`src/rtl/core/lrukv_pkg.sv`:
```
// Shared types and constants for the LRU key/value cache.
// Used by lrukv_age_bank and lru_key_value_cache_unit; no dependencies.
package lrukv_pkg;

  localparam int unsigned CapW   = 5;
  localparam int unsigned DataW  = 32;
  localparam int unsigned PAddrW = 3;
  localparam int unsigned PDataW = 32;

  localparam logic [CapW-1:0] CapReset = 5'd16;

  // Register index taken from paddr[2]
  localparam logic RegCapacity = 1'b0;

  // Operation codes carried in tuser
  localparam logic OpGet = 1'b0;
  localparam logic OpPut = 1'b1;

  // Recency update request to the age bank
  typedef struct packed {
    logic touch;      // make the selected slot most recent
    logic fill;       // slot is newly filled: age every other valid slot
    logic set_valid;  // mark the selected slot valid
  } lrukv_touch_t;

endpackage

```
`src/rtl/core/lrukv_age_bank.sv`:
```
// Per-slot valid bits and LRU ages of the cache, with a probe read port.
// Depends on lrukv_pkg for the touch request struct.
module lrukv_age_bank #(
  parameter  int unsigned ENTRIES = 16,
  localparam int unsigned IdxW    = (ENTRIES > 1) ? $clog2(ENTRIES) : 1,
  localparam int unsigned AgeW    = IdxW
) (
  input  logic                       clk_i,
  input  logic                       rst_ni,
  input  lrukv_pkg::lrukv_touch_t    touch_i,
  input  logic [IdxW-1:0]            slot_i,
  input  logic [IdxW-1:0]            probe_idx_i,
  output logic                       probe_valid_o,
  output logic [AgeW-1:0]            probe_age_o
);

  logic [ENTRIES-1:0]  valid_q, valid_d;
  logic [AgeW-1:0]     age_q [ENTRIES];
  logic [AgeW-1:0]     age_d [ENTRIES];
  logic [AgeW-1:0]     limit;

  assign limit         = age_q[slot_i];
  assign probe_valid_o = valid_q[probe_idx_i];
  assign probe_age_o   = age_q[probe_idx_i];

  always_comb begin
    valid_d = valid_q;
    for (int i = 0; i < ENTRIES; i++) begin
      age_d[i] = age_q[i];
      if (touch_i.touch) begin
        if (IdxW'(i) == slot_i) begin
          age_d[i] = '0;
        end else if (valid_q[i] && (touch_i.fill || (age_q[i] < limit))) begin
          age_d[i] = age_q[i] + AgeW'(1);
        end
      end
    end
    if (touch_i.set_valid) begin
      valid_d[slot_i] = 1'b1;
    end
  end

  always_ff @(posedge clk_i or negedge rst_ni) begin
    if (!rst_ni) begin
      valid_q <= '0;
      for (int i = 0; i < ENTRIES; i++) begin
        age_q[i] <= '0;
      end
    end else begin
      valid_q <= valid_d;
      for (int i = 0; i < ENTRIES; i++) begin
        age_q[i] <= age_d[i];
      end
    end
  end

endmodule

```
`src/rtl/core/lru_key_value_cache_unit.sv`:
```
// Top level of the fully associative LRU key/value cache.
// Depends on lrukv_pkg and lrukv_age_bank.
//
// Usage:
//   s_axis: one item per request. tuser = operation (0 get, 1 put),
//   tdata = lookup_key, store_value. m_axis: one result item per request
//   with hit, read_value, evicted and evicted_key packed in tdata.
//   APB: register 0 (byte address 0) holds capacity, clamped to 1..ENTRIES
//   when used. Write it only while the block is idle.
// Timing:
//   The keys sit in a memory that is scanned one slot per
//   cycle; a single comparator checks each slot against the key and tracks
//   the first match, the lowest free slot and the oldest valid slot.
//   After acceptance the scan state reads every slot in turn, then the
//   update state does the write-back and age update and the finish state
//   loads the output register; a new item is taken only once the result
//   has been loaded into the output register.
//   s_axis_tready is high only while idle.
// Reset: all slots invalid, no entries in use, capacity 16.
// Stall: a result waits in the output register until taken; the next item
//   may be accepted meanwhile but its result is held back until then.
module lru_key_value_cache_unit #(
  parameter int unsigned ENTRIES = 16
) (
  input  logic                              clk_i,
  input  logic                              rst_ni,
  // stream in
  input  logic                              s_axis_tvalid,
  output logic                              s_axis_tready,
  input  logic [63:0]                       s_axis_tdata,  // lookup_key, store_value
  input  logic                              s_axis_tuser,  // operation
  // stream out
  output logic                              m_axis_tvalid,
  input  logic                              m_axis_tready,
  output logic [71:0]                       m_axis_tdata,  // hit, read_value, evicted,
                                                           // evicted_key, zero fill
  // configuration
  input  logic                              psel,
  input  logic                              penable,
  input  logic                              pwrite,
  input  logic [lrukv_pkg::PAddrW-1:0]      paddr,
  input  logic [lrukv_pkg::PDataW-1:0]      pwdata,
  output logic [lrukv_pkg::PDataW-1:0]      prdata,
  output logic                              pready
);

  localparam int unsigned IdxW  = (ENTRIES > 1) ? $clog2(ENTRIES) : 1;
  localparam int unsigned CntW  = $clog2(ENTRIES + 1);
  localparam int unsigned ScanW = $clog2(ENTRIES + 1);
  localparam int unsigned CapW  = lrukv_pkg::CapW;
  localparam int unsigned EW    = (CntW > CapW) ? CntW : CapW;
  localparam int unsigned DW    = lrukv_pkg::DataW;

  typedef enum logic [1:0] {
    ST_IDLE,
    ST_SCAN,
    ST_UPDATE,
    ST_FINISH
  } state_e;

  state_e            state_q;

  // configuration
  logic [CapW-1:0]   cap_q;
  logic              cfg_we;
  logic [EW-1:0]     cap_ext, eff_cap;

  // request
  logic              op_q;
  logic [DW-1:0]     key_q, val_q;

  // scan bookkeeping
  logic [ScanW-1:0]  scan_q;
  logic              first_q;
  logic [IdxW-1:0]   eval_q;
  logic              found_q, free_q, old_q;
  logic [IdxW-1:0]   found_idx_q, free_idx_q, old_idx_q;
  logic [IdxW-1:0]   old_age_q;
  logic [DW-1:0]     old_key_q;
  logic [CntW-1:0]   used_q;

  // memories
  logic [DW-1:0]     key_mem [ENTRIES];
  logic [DW-1:0]     val_mem [ENTRIES];
  logic [DW-1:0]     key_rd_q, val_rd_q;
  logic [IdxW-1:0]   rd_addr;

  // age bank
  lrukv_pkg::lrukv_touch_t touch;
  logic [IdxW-1:0]   target;
  logic              probe_valid;
  logic [IdxW-1:0]   probe_age;

  // update decisions
  logic              do_fill, do_evict, mem_we, key_we;

  // result
  logic              res_hit_q, res_get_q, res_ev_q;
  logic [DW-1:0]     res_evk_q;
  logic              out_hit_q, out_ev_q;
  logic [DW-1:0]     out_rd_q, out_evk_q;
  logic              out_valid_q;

  // ---------------- configuration port ----------------
  assign pready = 1'b1;
  assign cfg_we = psel && penable && pwrite && (paddr[2] == lrukv_pkg::RegCapacity);
  assign prdata = (paddr[2] == lrukv_pkg::RegCapacity) ?
                  lrukv_pkg::PDataW'(cap_q) : '0;

  always_ff @(posedge clk_i or negedge rst_ni) begin
    if (!rst_ni) begin
      cap_q <= lrukv_pkg::CapReset;
    end else if (cfg_we) begin
      cap_q <= pwdata[CapW-1:0];
    end
  end

  assign cap_ext = EW'(cap_q);
  assign eff_cap = (cap_q == '0) ? EW'(1) :
                   (cap_ext > EW'(ENTRIES)) ? EW'(ENTRIES) : cap_ext;

  // ---------------- update decisions ----------------
  always_comb begin
    do_fill  = 1'b0;
    do_evict = 1'b0;
    target   = found_idx_q;
    if (!found_q && (op_q == lrukv_pkg::OpPut)) begin
      if ((EW'(used_q) < eff_cap) && free_q) begin
        do_fill = 1'b1;
        target  = free_idx_q;
      end else if (old_q) begin
        do_evict = 1'b1;
        target   = old_idx_q;
      end
    end
  end

  assign key_we = (state_q == ST_UPDATE) && (do_fill || do_evict);
  assign mem_we = key_we ||
                  ((state_q == ST_UPDATE) && found_q && (op_q == lrukv_pkg::OpPut));

  always_comb begin
    touch.touch     = (state_q == ST_UPDATE) && (found_q || do_fill || do_evict);
    touch.fill      = do_fill;
    touch.set_valid = (state_q == ST_UPDATE) && do_fill;
  end

  // ---------------- key and value memories ----------------
  assign rd_addr = scan_q[IdxW-1:0];

  always_ff @(posedge clk_i) begin
    if (key_we) begin
      key_mem[target] <= key_q;
    end
    key_rd_q <= key_mem[rd_addr];
  end

  always_ff @(posedge clk_i) begin
    if (mem_we) begin
      val_mem[target] <= val_q;
    end
    val_rd_q <= val_mem[found_idx_q];
  end

  lrukv_age_bank #(
    .ENTRIES(ENTRIES)
  ) u_age_bank (
    .clk_i         (clk_i),
    .rst_ni        (rst_ni),
    .touch_i       (touch),
    .slot_i        (target),
    .probe_idx_i   (eval_q),
    .probe_valid_o (probe_valid),
    .probe_age_o   (probe_age)
  );

  // ---------------- sequencer ----------------
  assign s_axis_tready = (state_q == ST_IDLE);
  assign m_axis_tvalid = out_valid_q;
  assign m_axis_tdata  = {6'b0, out_evk_q, out_ev_q, out_rd_q, out_hit_q};

  always_ff @(posedge clk_i or negedge rst_ni) begin
    if (!rst_ni) begin
      state_q     <= ST_IDLE;
      op_q        <= lrukv_pkg::OpGet;
      key_q       <= '0;
      val_q       <= '0;
      scan_q      <= '0;
      first_q     <= 1'b1;
      eval_q      <= '0;
      found_q     <= 1'b0;
      free_q      <= 1'b0;
      old_q       <= 1'b0;
      found_idx_q <= '0;
      free_idx_q  <= '0;
      old_idx_q   <= '0;
      old_age_q   <= '0;
      old_key_q   <= '0;
      used_q      <= '0;
      res_hit_q   <= 1'b0;
      res_get_q   <= 1'b0;
      res_ev_q    <= 1'b0;
      res_evk_q   <= '0;
      out_hit_q   <= 1'b0;
      out_ev_q    <= 1'b0;
      out_rd_q    <= '0;
      out_evk_q   <= '0;
      out_valid_q <= 1'b0;
    end else begin
      // the finish state reloads or holds the output register itself
      if (out_valid_q && m_axis_tready && (state_q != ST_FINISH)) begin
        out_valid_q <= 1'b0;
      end
      unique case (state_q)
        ST_IDLE: begin
          if (s_axis_tvalid) begin
            op_q    <= s_axis_tuser;
            key_q   <= s_axis_tdata[31:0];
            val_q   <= s_axis_tdata[63:32];
            scan_q  <= '0;
            first_q <= 1'b1;
            found_q <= 1'b0;
            free_q  <= 1'b0;
            old_q   <= 1'b0;
            state_q <= ST_SCAN;
          end
        end
        ST_SCAN: begin
          // slot read last cycle is checked now, next slot is read
          eval_q  <= rd_addr;
          first_q <= 1'b0;
          scan_q  <= scan_q + ScanW'(1);
          if (!first_q) begin
            if (probe_valid) begin
              if (!found_q && (key_rd_q == key_q)) begin
                found_q     <= 1'b1;
                found_idx_q <= eval_q;
              end
              if (!old_q || (probe_age > old_age_q)) begin
                old_q     <= 1'b1;
                old_idx_q <= eval_q;
                old_age_q <= probe_age;
                old_key_q <= key_rd_q;
              end
            end else if (!free_q) begin
              free_q     <= 1'b1;
              free_idx_q <= eval_q;
            end
          end
          if (scan_q == ScanW'(ENTRIES)) begin
            state_q <= ST_UPDATE;
          end
        end
        ST_UPDATE: begin
          res_hit_q <= found_q;
          res_get_q <= (op_q == lrukv_pkg::OpGet);
          res_ev_q  <= do_evict;
          res_evk_q <= do_evict ? old_key_q : '0;
          if (do_fill) begin
            used_q <= used_q + CntW'(1);
          end
          state_q <= ST_FINISH;
        end
        ST_FINISH: begin
          // hold the result until the output register is free
          if (!out_valid_q || m_axis_tready) begin
            out_valid_q <= 1'b1;
            out_hit_q   <= res_hit_q;
            out_rd_q    <= (res_hit_q && res_get_q) ? val_rd_q : '1;
            out_ev_q    <= res_ev_q;
            out_evk_q   <= res_evk_q;
            state_q     <= ST_IDLE;
          end
        end
        default: begin
          state_q <= ST_IDLE;
        end
      endcase
    end
  end

endmodule

```
`config.mk`:
```
export PLATFORM = sky130hd
export DESIGN_NAME = lru_key_value_cache_unit
export DESIGN_NICKNAME = d
export VERILOG_FILES = /design/src/rtl/core/lrukv_pkg.sv /design/src/rtl/core/lrukv_age_bank.sv /design/src/rtl/core/lru_key_value_cache_unit.sv
export SDC_FILE = /design/constraint.sdc
export NUM_CORES = 2
export LEC_CHECK = 0
export BUFFER_PORTS_ARGS = -buffer_cell sky130_fd_sc_hd__buf_2
export CORE_ASPECT_RATIO = 1.75
export CORE_MARGIN = 1.5
export CORE_UTILIZATION = 28
export CTS_BUF_LIST = sky130_fd_sc_hd__clkbuf_2 sky130_fd_sc_hd__clkbuf_4 sky130_fd_sc_hd__clkbuf_8
export CTS_CLUSTER_DIAMETER = 30
export DETAILED_ROUTE_END_ITERATION = 7
export PLACE_DENSITY = 0.47
export SYNTH_ARGS = -nofsm -noshare
export SYNTH_HDL_FRONTEND = slang
export SYNTH_SLANG_ARGS = --single-unit
```
`constraint.sdc`:
```
create_clock -name clk_i -period 6.75 [get_ports clk_i]
set_input_delay 1.0125 -clock clk_i [delete_from_list [all_inputs] [get_ports clk_i]]
set_output_delay 1.0125 -clock clk_i [all_outputs]
set_load 0.005 [all_outputs]
```
==> metrics.csv <==
stage,metric,value,unit
drt,drt wl/cell,24.8,um
drt,via count,30700,
min_path,Hold Path Class,input pin to register,
critical_path,critical path arrival,6.63,ns
clock_tree,clock sink count,1408,
clock_tree,Clock Tree Buf Depth,4,
global_routing,gr ovfl total,0,
power,Power Density,407,mW/mm^2
clock_tree,clock-pin slew on the worst setup and hold paths,0.06,ns
logic_synthesis,top-area cell type share of the netlist area,54.1,%
critical_path,crit path launch type,register,
place,Routability Congestion,0.827,
logic_synthesis,Synth Register Bits,1408,
global_routing,GRT Total Usage,15.2,%
clock_tree,clock latency on the worst-skew pair,0.88,ns
logic_synthesis,"EDFF count, synth",1024,
die,Core Rows,218,
logic_synthesis,Mapped Area,0.0568,mm^2
timing,Final Hold Viols,0,
logic_synthesis,Post-synth top flop,edfxtp_1,
clock_tree,TritonCTS clock tree,built,
logic_synthesis,"Avg Cell Area, Syn",18.4,um^2
place,Cell Count Post-Placement,5807,
cells_and_area,Area Overhead vs Synth,19.5,%
die,Die W,344,um
job,Max Cap Viol,0,
critical_path,Reg2Reg Depth,19,
critical_path,Critical Path Fanout Max,21,
logic_synthesis,Yosys warnings,0,
place,setup slack at placement,0.788,ns
power,static leakage,0.0237,uW
place,port buffer count,150,
global_routing,vias in the first global route,33000,
drt,Initial DRC Count,2055,
drt,Routed WL,157000,um
power,total power,27600,uW
clock_tree,CTS buffer count,291,
timing,Rel. slew slack,22.5,%
logic_synthesis,post-synth top area cell,edfxtp_1,
global_routing,largest net degree at the start of global routing,134,
die,die height,599,um
critical_path,CP Capture Type,register,
critical_path,launch point of the worst path,cap_ext[4]$_DFFE_PN1P_,
timing,"Setup violations, final",0,
power,Peak supply drop,0.258,mV
cells_and_area,most frequent cells in the layout,"1024 x edfxtp_1, 345 x mux4_2, 327 x clkbuf_8",
timing,setup repair after global routing missed its margin,false,
timing,final setup margin,0.795,ns
global_routing,first-pass GRT wire length,228000,um
clock_tree,root buffer cell,clkbuf_8,
logic_synthesis,Synth area leaders,"edfxtp_1 54%, dfrtp_1 14%, mux4_2 14%, mux2_2 3.3%, dfxtp_1 2.3%",
critical_path,reg-to-reg startpoint,cap_ext[4]$_DFFE_PN1P_,
cells_and_area,"commonest non-fill, non-tap cell in the layout",edfxtp_1,
clock_tree,# H-tree levels,5,
timing,Tcrit/Tclk final,88.2,%
die,starting density of the core,28.2,%
drt,ANT nets after route,0,
die,Core Area,0.202,mm^2
run_status,status,"finished, final reports clean",
min_path,Worst Hold Launch,s_axis_tdata[21],
clock_tree,post-cts sizing count,0,
timing,Least-Margin Pin Slew,1.16,ns
critical_path,Setup Crit Path Kind,register to register,
global_routing,initial antenna violation count,7,
die,I/O pin cnt,214,
critical_path,CP peak stage delay,0.93,ns
logic_synthesis,sequential fraction of the synthesis area,70.5,%
critical_path,critical-path cell list,inv_1 -> nand2_1 -> ha_1 -> a21oi_1 -> o2111ai_2 -> nor3_1 -> a211o_1 -> buf_4 -> mux2i_1 -> nand2_1 -> nand3_1 -> a21oi_1 -> nor2_1 -> buf_4 -> ha_1 -> a2111oi_0 -> nand3_1 -> o311ai_0 -> o31ai_1,
place,hpwl dp,87900,um
critical_path,Worst path slowest cell,a211o_1,
timing,min Tclk post-route,5.96,ns
timing,Hold WS,0.354,ns
timing,Max Fclk,168,MHz
logic_synthesis,Syn Inst Count,3091,
cells_and_area,nets@finish,3647,
cells_and_area,Finished Layout Cells,6340,
die,DIE AREA,0.206,mm^2
logic_synthesis,fraction of registers with async set/reset,22.7,%
drt,vias per inst,4.85,
drt,DRC viols,0,
min_path,Worst Hold Depth,2,
timing,TNS Setup,0,ns
timing,"Slew Viols, Final",0,
timing,Fin Clk Skew,0.111,ns
cells_and_area,layout cells sized above 1,35.8,%
drt,drt first pass iters,6,
critical_path,Worst EP required,7.42,ns
logic_synthesis,Unique masters post-synth,70,
## synth_stat cells (all sizes together), types with 16 or more instances
library cell and number:
a21oi 66, dfrtp 318, a21o 18, dfxtp 64, o22ai 23, buf 94
inv 26, clkbuf 96, nand3 48, mux2 165, mux4 345, nand2 164
o31ai 25, o21ai 83, mux2i 30, and3 34, ha 79, a2111oi 16
o311ai 16, xor2 30, nor2 124, edfxtp 1024, a22o 44, o21a 32
## power by group
part           internal (uW)  switching [uW]  leakage (uW)
Clock                   6260            3920       0.00345
Sequential             11100            1520        0.0139
Combinational           2130            2720       0.00639
Total                  19500            8160        0.0237
## cells by family after synthesis
kind of cell / share of synthesized area, %
and+or+nand+nor: 3.45
muxes: 17.5
DFF: 70.5
adders and majority gates: 1.74
buffers and inverters: 1.72
AOI/OAI and AO/OA: 4.58
other: 0.0132
xor gates and xnor gates: 0.570
## metal layers
| metal | share of wire [%] | GRT usage [%] | wire [um] | vias to the layer above |
|---|---|---|---|---|
| met3 | 4.4 | 2.63 | 6830 | 277 |
| met1 | 40 | 18.3 | 63100 | 16400 |
| met2 | 53 | 27.3 | 82500 | 875 |
| met5 | 0.0076 | 0 | 12 | - |
| met4 | 2.8 | 5.03 | 4460 | 2 |
| li1 | - | - | - | 13200 |
## cell type report
| type | count | area (um^2) |
|---|---|---|
| fillers | 19300 | 134000 |
| flip-flops and latches | 1408 | 40100 |
| multi-input cells | 1498 | 16300 |
| clock buffers | 399 | 5040 |
| well taps | 2640 | 3300 |
| clock inverters | 129 | 1690 |
| repair buffers | 235 | 1480 |
| inverters | 27 | 101 |
| diodes | 4 | 10.0 |
## flip-flops by register name (all words and copies together) (netlist names), 2 cells and up
name	flops
old_key_q	32
eval_q	4
cap_ext	5
val_mem	512
res_evk_q	32
old_age_q	4
out_rd_q	32
key_rd_q	32
u_age_bank.valid_q	16
key_q	32
val_rd_q	32
key_mem	512
u_age_bank.age_q	64
old_idx_q	4
val_q	32
state_q	2
found_idx_q	4
free_idx_q	4
used_q	5
scan_q	5
out_evk_q	32
## worst paths after layout
kind,to,slack (ns)
max,u_age_bank.age_q[26]$_DFFE_PN0P_,0.79
min,key_q[21]$_DFFE_PN0P_,0.35
max reg2reg,u_age_bank.age_q[26]$_DFFE_PN0P_,0.79
min reg2reg,res_ev_q$_DFFE_PN0P_,0.47
max in group asynchronous,u_age_bank.age_q[25]$_DFFE_PN0P_,4.74
min in group asynchronous,key_q[6]$_DFFE_PN0P_,0.67
## timing repair
item	CTS	global route
buffers inserted	0	0
hold endpoints to repair	2	0
hold buffers	1	0
## worst max-delay path, delay by kind of cell (launching register included)
| kind | cells | cell delay (ns) |
|---|---|---|
| simple gates | 6 | 1.08 |
| fa+ha+maj | 2 | 0.53 |
| flops | 1 | 0.55 |
| buf+inv | 3 | 0.67 |
| mux | 1 | 0.19 |
| compound gates | 7 | 2.77 |
## through the flow
stage	util [%]	instance area (um^2)
5_1_grt	33.7	67900
6_report	33.7	67900
2_1_floorplan	-	57000
3_5_place_dp	30.4	61200
3_3_place_gp	30.4	61200
4_1_cts	33.7	67900
Note: power is estimated with default switching activity, not from simulation.
